### config.mk
export PLATFORM = sky130hd
export DESIGN_NAME = sorted_priority_queue
export DESIGN_NICKNAME = d
export VERILOG_FILES = /design/src/hw/rtl/spq_pkg.sv /design/src/hw/rtl/spq_cell.sv /design/src/hw/rtl/sorted_priority_queue.sv
export SDC_FILE = /design/constraint.sdc
export NUM_CORES = 1
export LEC_CHECK = 0
export ABC_AREA = 1
export BUFFER_PORTS_ARGS = -buffer_cell sky130_fd_sc_hd__buf_2
export CORE_MARGIN = 5
export CORE_UTILIZATION = 57
export DETAILED_ROUTE_END_ITERATION = 16
export GPL_TIMING_DRIVEN = 0
export PLACE_DENSITY = 0.83
export SLEW_MARGIN = 20
export SYNTH_ARGS = -nofsm -noshare
export SYNTH_HDL_FRONTEND = slang
export SYNTH_SLANG_ARGS = --single-unit
### constraint.sdc
create_clock -name clk -period 3.9 [get_ports clk]
set_input_delay 0.195 -clock clk [delete_from_list [all_inputs] [get_ports clk]]
set_output_delay 0.195 -clock clk [all_outputs]
set_load 0.05 [all_outputs]
### src/hw/rtl/spq_pkg.sv
// Shared types and constants for the sorted priority queue.
// No dependencies; imported by spq_cell and sorted_priority_queue.
package spq_pkg;

  localparam int CAPACITY = 8;
  localparam int DATA_W   = 32;
  localparam int CNT_W    = $clog2(CAPACITY + 1);
  localparam int OUT_CNT_W = 4;

  localparam logic REQ_INSERT = 1'b0;
  localparam logic REQ_REMOVE = 1'b1;

  localparam logic [1:0] ST_DONE      = 2'd0;
  localparam logic [1:0] ST_OVERFLOW  = 2'd1;
  localparam logic [1:0] ST_UNDERFLOW = 2'd2;

  // Operation broadcast to every cell of the row.
  typedef struct packed {
    logic                     ins;
    logic                     rem;
    logic signed [DATA_W-1:0] value;
  } spq_op_t;

endpackage

### src/hw/rtl/spq_cell.sv
// One slot of the sorted row: holds an entry and shifts with its neighbors.
// Depends on spq_pkg.
module spq_cell
  import spq_pkg::*;
(
  input  logic                     clk,
  input  spq_op_t                  op,
  input  logic                     occupied,
  input  logic                     left_before,
  input  logic signed [DATA_W-1:0] left_entry,
  input  logic signed [DATA_W-1:0] right_entry,
  output logic                     ahead,
  output logic signed [DATA_W-1:0] entry
);

  logic signed [DATA_W-1:0] entry_r;
  logic signed [DATA_W-1:0] entry_nxt;

  // Held entry sorts strictly ahead of the incoming value.
  assign ahead = occupied && (entry_r < op.value);
  assign entry = entry_r;

  always_comb begin
    entry_nxt = entry_r;
    if (op.ins) begin
      if (!ahead) begin
        entry_nxt = left_before ? op.value : left_entry;
      end
    end else if (op.rem) begin
      entry_nxt = right_entry;
    end
  end

  always_ff @(posedge clk) begin
    entry_r <= entry_nxt;
  end

endmodule

### src/hw/rtl/sorted_priority_queue.sv
// Sorted priority queue: a row of CAPACITY compare-and-shift cells.
// Result word is registered and valid in the cycle after the request is accepted.
// Throughput: one request per cycle while the result side is not stalled; every cell updates in parallel each cycle.
// Output register decouples the result side; input ready while it is free or draining.
// Reset clears the entry count and output valid; cell contents stay undefined.
module sorted_priority_queue
  import spq_pkg::*;
(
  input  logic                        clk,
  input  logic                        rst_n,
  input  logic                        in_valid,
  output logic                        in_ready,
  input  logic                        in_req_type,
  input  logic signed [DATA_W-1:0]    in_value,
  output logic                        out_valid,
  input  logic                        out_ready,
  output logic signed [DATA_W-1:0]    out_removed_value,
  output logic [1:0]                  out_status,
  output logic                        out_now_empty,
  output logic [OUT_CNT_W-1:0]        out_entry_count
);

  logic [CNT_W-1:0]         count_r, count_nxt;
  logic                     out_valid_r;
  logic signed [DATA_W-1:0] removed_r;
  logic [1:0]               status_r;
  logic                     empty_r;
  logic [CNT_W-1:0]         res_count_r;

  logic    accept, full, empty;
  spq_op_t op;
  logic signed [DATA_W-1:0] entry  [CAPACITY];
  logic                     ahead  [CAPACITY];

  assign in_ready = !out_valid_r || out_ready;
  assign accept   = in_valid && in_ready;
  assign full     = (count_r == CNT_W'(CAPACITY));
  assign empty    = (count_r == '0);

  assign op.ins   = accept && (in_req_type == REQ_INSERT) && !full;
  assign op.rem   = accept && (in_req_type == REQ_REMOVE) && !empty;
  assign op.value = in_value;

  genvar i;
  generate
    for (i = 0; i < CAPACITY; i++) begin : g_cell
      logic                     lb;
      logic signed [DATA_W-1:0] le;
      logic signed [DATA_W-1:0] re;
      if (i == 0) begin : g_first
        // front cell: the value goes here unless the head sorts ahead of it
        assign lb = 1'b1;
        assign le = '0;
      end else begin : g_mid
        assign lb = ahead[i-1];
        assign le = entry[i-1];
      end
      if (i == CAPACITY - 1) begin : g_last
        assign re = '0;
      end else begin : g_inner
        assign re = entry[i+1];
      end
      spq_cell u_cell (
        .clk         (clk),
        .op          (op),
        .occupied    (count_r > CNT_W'(i)),
        .left_before (lb),
        .left_entry  (le),
        .right_entry (re),
        .ahead       (ahead[i]),
        .entry       (entry[i])
      );
    end
  endgenerate

  always_comb begin
    count_nxt = count_r;
    if (op.ins) begin
      count_nxt = count_r + CNT_W'(1);
    end else if (op.rem) begin
      count_nxt = count_r - CNT_W'(1);
    end
  end

  always_ff @(posedge clk) begin
    if (!rst_n) begin
      count_r     <= '0;
      out_valid_r <= 1'b0;
    end else begin
      count_r <= count_nxt;
      if (accept) begin
        out_valid_r <= 1'b1;
      end else if (out_ready) begin
        out_valid_r <= 1'b0;
      end
    end
  end

  always_ff @(posedge clk) begin
    if (accept) begin
      removed_r   <= op.rem ? entry[0] : '0;
      if (in_req_type == REQ_INSERT) begin
        status_r <= full ? ST_OVERFLOW : ST_DONE;
      end else begin
        status_r <= empty ? ST_UNDERFLOW : ST_DONE;
      end
      empty_r     <= (count_nxt == '0);
      res_count_r <= count_nxt;
    end
  end

  assign out_valid         = out_valid_r;
  assign out_removed_value = removed_r;
  assign out_status        = status_r;
  assign out_now_empty     = empty_r;
  assign out_entry_count   = OUT_CNT_W'(res_count_r);

  a_count_bound: assert property (@(posedge clk) disable iff (!rst_n)
    count_r <= CNT_W'(CAPACITY))
    else $error("entry count above capacity");

  a_ins_count: assert property (@(posedge clk) disable iff (!rst_n)
    op.ins |=> count_r == $past(count_r) + CNT_W'(1))
    else $error("insert did not grow the count");

  a_ovf_full: assert property (@(posedge clk) disable iff (!rst_n)
    (out_valid && out_status == ST_OVERFLOW) |-> out_entry_count == OUT_CNT_W'(CAPACITY))
    else $error("overflow reported while not full");

  a_empty_flag: assert property (@(posedge clk) disable iff (!rst_n)
    out_valid |-> (out_now_empty == (out_entry_count == '0)))
    else $error("empty flag disagrees with count");

endmodule
---- Word level (Yosys, flattened, before mapping) ----
Cells that the tools add are included.
word-level totals
  output and inout bits ................... 41
  flip-flop bits (word level) ............. 300
  word-level logic and storage cells ...... 109
operators by class
  equality and inequality tests ........... 9
  reduce and logical (&&, ||, !) cells .... 29
  muxes and demuxes ....................... 38
  bitwise gates (word level) .............. 1
  magnitude comparators ................... 16
  add/subtract/negate cells ............... 2
operators by type and width
  kind                 number
  $mux 32              31
  $lt 32x32->1         8
  $gt 4x3->1 const B   4
  $ne 2x2->1 const B   8
  $reduce_and 2->1     8
  $logic_and 1x1->1    13
  $gt 4x1->1 const B   2
  $gt 4x2->1 const B   2
  $logic_not 4->1      2
  $mux 4               2
  $add 4x1->4 const B  1
  $eq 4x4->1 const B   1
  $mux 2               2
  $reduce_bool 2->1    2
  $sub 4x1->4 const B  1
  $logic_not 1->1      3
  $mux 1               3
  $logic_or 1x1->1     1
  $not 1->1            1

---- Depth between registers and ports, before layout ----
Gate-level depths: netlist of the first run.
  depth after elaboration ................. 8
  depth in mapped cells ................... 19
  gate-level depth less buffers ........... 18

---- By module ----
Synthesis of the first run repeated with hierarchy kept, for this count alone.
unflattened totals
  cell total of the unflattened synthesis .. 2707
  area, all modules ....................... 21396.8 sq um
modules (own cells, without submodules)
  module                 instances  cells each  area each (sq um)
  spq_cell               8          315         2431.1
  sorted_priority_queue  1          187         1948.1

---- Worst setup path before layout of the first run ----
OpenSTA, ideal clock, no wires.
  kind .................................... flip-flop to flip-flop
  from .................................... register out_valid_r (netlist: out_valid)
  to ...................................... register g_cell[6].u_cell.entry_r[0] (enable)
  path slack .............................. -0.384 ns
  stages on the path, launching flop included .. 5
  arrival time ............................ 3.859 ns
  period minus slack after synthesis ...... 4.284 ns
  cell sequence ........................... dfxtp_1 a21oi_2 nand3_1 buf_2 o21ai_1
on the way
  word-level cells in the longest chain between the ends .. 7
  elaborated cells between the ends (all ways) .. 10
  classes of those cells .................. 1 x eq/ne; 9 x reduce/logical
RTL lines
  element                                                           RTL line                                                  source
  from (decl)                                                       sorted_priority_queue.sv:24                               logic out_valid_r;
  from (signal assigned)                                            sorted_priority_queue.sv:88                               out_valid_r <= 1'b0;
  from (signal assigned)                                            sorted_priority_queue.sv:92                               out_valid_r <= 1'b1;
  from (signal assigned)                                            sorted_priority_queue.sv:94                               out_valid_r <= 1'b0;
  $logic_not 1->1 *                                                 sorted_priority_queue.sv:35                               assign in_ready = !out_valid_r || out_ready;
  $logic_or 1x1->1 *                                                sorted_priority_queue.sv:35
  $logic_and 1x1->1 *                                               sorted_priority_queue.sv:36                               assign accept = in_valid && in_ready;
  via accept                                                        sorted_priority_queue.sv:30                               logic accept, full, empty;
  $logic_and 1x1->1, on equally long branches (2 in series)         sorted_priority_queue.sv:40, sorted_priority_queue.sv:41
  $ne 2x2->1 (no source line) or $reduce_bool 2->1 (tied branches)  n/a
  $reduce_and 2->1 (no source line) *                               n/a
  to (signal assigned)                                              spq_cell.sv:35                                            entry_r <= entry_nxt;
  to (decl)                                                         spq_cell.sv:16                                            logic signed [DATA_W-1:0] entry_r;
The timed path passes the listed nets; every way through them passes the cells marked *.
A chain may end at the register's enable or synchronous reset.

---- Worst setup path after layout of the first run ----
  from .................................... register count_r[1]
  to ...................................... register g_cell[4].u_cell.entry_r[13] (enable)
on the way
  word-level cells in the longest chain between the ends .. 5
  elaborated cells between the ends (all ways) .. 11
  classes of those cells .................. 1 x order compare; 2 x eq/ne; 8 x reduce/logical
RTL lines
  element                                                             RTL line                     source
  from (decl)                                                         sorted_priority_queue.sv:23  logic [CNT_W-1:0] count_r, count_nxt;
  from (signal assigned)                                              sorted_priority_queue.sv:90  count_r <= count_nxt;
  parallel branches: the longest is 4 deep, another holds $gt 4x3->1  n/a
  $reduce_and 2->1 (no source line) *                                 n/a
  to (signal assigned)                                                spq_cell.sv:35
  to (decl)                                                           spq_cell.sv:16
Every way passes the cells marked *.

==> results.cfg, run 1 <==
[clock_network]
ctsHtreeMaxLevel = 2
clock-sinks = 300
cts-root-buf = clkbuf_16
cts_buffer_depth = 3
post_cts_buffers = 0
tritoncts = done
clk_latency_ps = 550
cts_resized = 0
path_clk_slew_ps = 60
cts_buffers = 36

[synthesis]
syn_area_sq_um = 20700
post_synth.cell_area_avg_sq_um = 7.72
ys.flop_type = edfxtp_1
synth_edf_count = 295
synthArstFlopShare_pct = 0
synth-seq-cells = 300
synth_cells = 2685
yosysSeqAreaShare_pct = 43.2
ys_warn_count = 0
synth_nets = 2974
synthDistinctLibCells = 33

[die]
die_x_um = 201
die_h_um = 201
rows = 69
core_area_sq_um = 35700
ioPinCount = 78
die-area_sq_um = 40300
start_util_pct = 58.0

[worst_setup_path]
critPathSlowestCell = clkbuf_1
cp_num_buf_inv = 6
cp-end-kind = register
critPathTopFamily = buffers and inverters
cpPeakStageDelay_ps = 680
cp.arrival_ps = 4070
cp.required_ps = 4180
worstSetupStartpointType = register
cp_max_fo = 18
crit_chain = inv_1 > ha_1 > inv_1 > nor2_1 > inv_2 > nand3_2 > clkbuf_1 > buf_1 > nand2_2 > buf_16
worst-setup-path-type = reg -> reg
crit_path_frequent_cell = inv_1

[global_route]
grt_remaining_overflow = 0
grt_pass1_vias = 18700
gr-usage-all-layers_pct = 30.9
antenna_found_initial = 0
grt_max_degree = 33
grt_pass1_wl_um = 99600

[detailed_routing]
wire_per_inst_um = 19.5
num_vias = 19000
drc = 0
drt-initial-drc-count = 1923
detail-route-antenna-nets = 0
firstDrtPassIters = 5
vias_per_cell = 5.76
drt-total-wl_um = 64400

[power_and_ir_drop]
cellPowerDensity_nw_per_um2 = 486
power_leakage_nw = 12.5
ir_drop_mv = 0.324

[timing]
rsz0062_at_grt = false
setup_violations = 0
slew_headroom_pct = 36.4
finalHoldViolCount = 0
drv_slew = 0
min_period_over_period_pct = 97.1
timing_worst_slew_pin_value_ps = 954
period_needed_ps = 3790
setup_tns_ps = 0
timing.fmax_ghz = 0.264
skew_ps = 21.9
whs_ps = 112

[final_layout]
fin_area_sq_um = 23100
layout-drive-gt1-share_pct = 6.35
fin_util_pct = 64.5
area_growth_pct = 11.2
final_nets = 3102

[placement]
place_area_sq_um = 22000
place.gp.congestion = 0.960
dp_hpwl_um = 47900
port_buffers = 76

[flow_run]
drv_cap = 0

[status]
status = finished, final reports clean

[min_path]
hold_class = in -> reg
metrics by stage:
step	cells	worst slack [ps]	power, mW
5_1_grt	3297	50.9	11.8
2_1_floorplan	2685	59.8	6.82
3_5_place_dp	3232	126	8.03
6_report	3298	112	11.2
3_3_place_gp	3222	-2590	7.77
4_1_cts	3297	222	11.1
where the power goes:
part / switching, mW / internal (mW)
sequential: 0.333 / 4.24
combinational: 2.44 / 1.09
clock: 1.39 / 1.71
registers in the layout (all words and copies together), names as in the netlist:
signal	cells
count_r	4
g_cell.u_cell.entry	256
out_removed_value	32
out_status	2
out_now_empty	1
out_entry_count	4
out_valid	1
worst min-delay path, stage by stage:
cell	delay, ps
buf_2	90
nand2_1	140
o21ai_0	120
per-layer routing:
layer  wire length (um)  track usage, %
met1              24700            38.8
met3               6200            5.04
met5                  0               0
met2              29300            51.2
met4               4140            17.4
placed cells by master (no fill, tap or decap), types with 2 or more instances in the layout:
cell | Yosys | routed
edfxtp_1 | 295 | 295
nor2_1 | 157 | 157
nand4_1 | 43 | 43
dfxtp_1 | 5 | 5
inv_2 | 5 | 6
buf_6 | 3 | 3
clkinv_8 | 0 | 3
nand3_1 | 27 | 27
o21ai_0 | 70 | 70
clkinv_2 | 0 | 3
buf_16 | 0 | 8
clkinv_1 | 0 | 6
nand3_2 | 7 | 7
clkbuf_1 | 56 | 69
buf_2 | 21 | 97
inv_1 | 299 | 298
dlygate4sd3_1 | 0 | 4
nand2_1 | 1270 | 1264
nand2_2 | 1 | 7
xor2_1 | 3 | 3
nor3_1 | 15 | 15
nand3b_1 | 3 | 3
buf_4 | 3 | 3
buf_1 | 2 | 2
ha_1 | 252 | 252
clkbuf_16 | 0 | 36
a21oi_1 | 127 | 127
o21a_1 | 9 | 9
final timing paths:
kind                            cells after the start                                   end  slack, ps                                    start
worst max-delay path                               10  g_cell[4].u_cell.entry[13]$_DFFE_PP_        110                    count_r[1]$_SDFF_PN0_
worst min-delay path                                3   g_cell[0].u_cell.entry[4]$_DFFE_PP_        110                              in_value[4]
worst max register to register                     10  g_cell[4].u_cell.entry[13]$_DFFE_PP_        110                    count_r[1]$_SDFF_PN0_
worst min register to register                      2   g_cell[6].u_cell.entry[8]$_DFFE_PP_        550  g_cell[7].u_cell.entry[8]$_SDFFCE_PN0P_
kinds of logic after synthesis:
| kind of cell | share of synthesized area [%] |
|---|---|
| xor gates and xnor gates | 0.127 |
| AOI/OAI and AO/OA | 5.35 |
| DFF | 43.2 |
| adders and majority gates | 15.2 |
| buffers and inverters | 7.33 |
| and+or+nand+nor | 28.8 |
timing repair:
| item | 4_1_cts | 5_1_grt |
|---|---|---|
| hold buffers | 4 | 0 |
| hold endpoints to repair | 5 | 0 |
| endpoints found under the setup margin | 0 | 0 |
cell type report:
cell class | instances | area, sq um
fillers | 2938 | 12700
multi-input cells | 1996 | 10300
flip-flops and latches | 300 | 8960
inverters | 304 | 1140
clock buffers | 49 | 950
repair buffers | 90 | 676
well taps | 461 | 577
plain buffers | 85 | 379
clock inverters | 12 | 86.3
diodes | 1 | 2.50
synthesized netlist by cell type, types with 15 or more instances:
cell | n | share of area, %
inv_1 | 299 | 5.4
o21ai_0 | 70 | 1.7
ha_1 | 252 | 15
clkbuf_1 | 56 | 1.0
nand4_1 | 43 | 1.3
nor3_1 | 15 | 0.36
nor2_1 | 157 | 2.8
nand2_1 | 1270 | 23
edfxtp_1 | 295 | 43
nand3_1 | 27 | 0.65
buf_2 | 21 | 0.51
a21oi_1 | 127 | 3.1
Note: power is estimated with default switching activity, not from simulation.
==> run 2, diff against run 1 <==
--- a/config.mk
+++ b/config.mk
@@ -11,7 +11,7 @@
 export CORE_UTILIZATION = 57
 export DETAILED_ROUTE_END_ITERATION = 16
 export GPL_TIMING_DRIVEN = 0
-export PLACE_DENSITY = 0.83
+export PLACE_DENSITY_LB_ADDON = 0.25
 export SLEW_MARGIN = 20
 export SYNTH_ARGS = -nofsm -noshare
 export SYNTH_HDL_FRONTEND = slang
==> run 2 against run 1 <==
  * Wire length decreased by 1.5%
  * Global-route usage shrank 0.41 points
  * Flip-flop and latch count unchanged
  * Die area did not move
  * Clock-buffer cell count down 5
  * Critical path depth up 2
  * Worst hold slack worse by 8.8 ps
  * Utilization increased by 0.098 points
  * Cell count barely moved
  * Critical endpoint is now g_cell[5].u_cell.entry[13]$_DFFE_PP_
==> results.cfg, run 2 (same netlist as run 1, synthesis figures left out) <==
[status]
status = finished, final reports clean

[detailed_routing]
wire_per_inst_um = 19.2
drc = 0
drt-total-wl_um = 63400
drt-initial-drc-count = 2175
firstDrtPassIters = 6
num_vias = 18700
vias_per_cell = 5.68
detail-route-antenna-nets = 0

[clock_network]
tritoncts = done
path_clk_slew_ps = 60
cts_resized = 0
clk_latency_ps = 540
clock-sinks = 300
cts-root-buf = clkbuf_16
cts_buffers = 36
post_cts_buffers = 0
cts_buffer_depth = 3
holdBufCountCts = 3
ctsHtreeMaxLevel = 2

[global_route]
gr-usage-all-layers_pct = 30.5
grt_pass1_vias = 18400
antenna_found_initial = 0
grt_pass1_wl_um = 97800
grt_max_degree = 33
grt_remaining_overflow = 0

[min_path]
hold_depth = 2
hold_class = in -> reg

[final_layout]
diodes = 0
largest_reg_flops = 256
area_growth_pct = 11.4
final_nets = 3100
layout-drive-gt1-share_pct = 6.60
mostFrequentLayoutCells = nand2_1, inv_1, edfxtp_1, ha_1, nor2_1
register_area_sq_um = 8960
final_common_cell = nand2_1
fin_cells = 3295
fin_util_pct = 64.6
nFillCells = 3049
multi_input_area_sq_um = 10300

[worst_setup_path]
cp-end-kind = register
worstSetupStartpointType = register
cpPeakStageDelay_ps = 450
cp_num_buf_inv = 2
critPathTopFamily = simple AND/OR/NAND/NOR gates
crit_path_frequent_cell = nand2_1
critPathSlowestCell = nand2_2
crit_cells = 12
cp.arrival_ps = 3950
rr_worst_depth = 12
cp_max_fo = 17
cp.required_ps = 4170
worst-setup-path-type = reg -> reg
crit_chain = ha_1 > nand2_1 > nor2_1 > nand2_1 > a21oi_1 > nor2_1 > nand3_1 > nand3_2 > nand2_1 > buf_2 > nand2_2 > buf_16

[timing]
period_needed_ps = 3680
setup_violations = 0
layout_setup_ws_ps = 220
skew_ps = 22.9
timing.fmax_ghz = 0.272
timing_worst_slew_pin_value_ps = 1010
rsz0062_at_grt = false
slew_headroom_pct = 32.7
min_period_over_period_pct = 94.4
finalHoldViolCount = 0
drv_slew = 0
whs_ps = 103

[power_and_ir_drop]
cellPowerDensity_nw_per_um2 = 490
power_leakage_nw = 12.6
ir_drop_mv = 0.376

[die]
die_h_um = 201
die-area_sq_um = 40300
rows = 69
ioPinCount = 78
start_util_pct = 58.0
core_area_sq_um = 35700
die_x_um = 201

[placement]
port_buffers = 76
dp_hpwl_um = 47000
place_inst = 3231
place.gp.congestion = 0.980
preCtsSetupSlack_ps = 198

[flow_run]
drv_cap = 0
-- run 2: layer usage --
metal	vias up	share of wire, %	global-route usage, %	routed length, um
met5	-	0	0	0
met4	0	4.2	12.6	2670
met3	167	11	7.14	6710
met2	1036	46	50.0	29000
met1	8605	39	39.2	25000
li1	8901	-	-	-
-- run 2: cell type report --
| type | count | area share (%) |
|---|---|---|
| buffer | 85 | 1.64 |
| clock buffer | 44 | 4.12 |
| clock inverter | 17 | 0.601 |
| inverter | 304 | 4.94 |
| multi-input combinational | 1996 | 44.6 |
| sequential | 300 | 38.8 |
| tap | 461 | 2.50 |
| timing repair buffer | 88 | 2.85 |
-- run 2: path summary, 6_finish.rpt --
| path | from | endpoint | slack, ps |
|---|---|---|---|
| worst min register to register | g_cell[7].u_cell.entry[13]$_SDFFCE_PN0P_ | g_cell[6].u_cell.entry[13]$_DFFE_PP_ | 560 |
| worst max-delay path | g_cell[5].u_cell.entry[31]$_DFFE_PP_ | g_cell[5].u_cell.entry[13]$_DFFE_PP_ | 220 |
| worst max register to register | g_cell[5].u_cell.entry[31]$_DFFE_PP_ | g_cell[5].u_cell.entry[13]$_DFFE_PP_ | 220 |
| worst min-delay path | in_req_type | out_status[0]$_SDFFCE_PP0P_ | 100 |
-- run 2: where the power goes --
group / switching, mW / leakage, nW / total [mW] / internal (mW)
Combinational: 2.41 / 9.19 / 3.50 / 1.09
Sequential: 0.335 / 2.85 / 4.58 / 4.24
Clock: 1.38 / 0.534 / 3.24 / 1.87
Total: 4.12 / 12.6 / 11.3 / 7.19
-- run 2: through the flow --
stage / setup TNS [ps] / power [mW] / cell area (sq um)
2_1_floorplan: 0 / 6.82 / 20700
4_1_cts: 0 / 11.2 / 23100
5_1_grt: 0 / 11.9 / 23100
3_3_place_gp: -613670 / 7.77 / 21700
6_report: 0 / 11.3 / 23100
3_5_place_dp: 0 / 8.01 / 22000
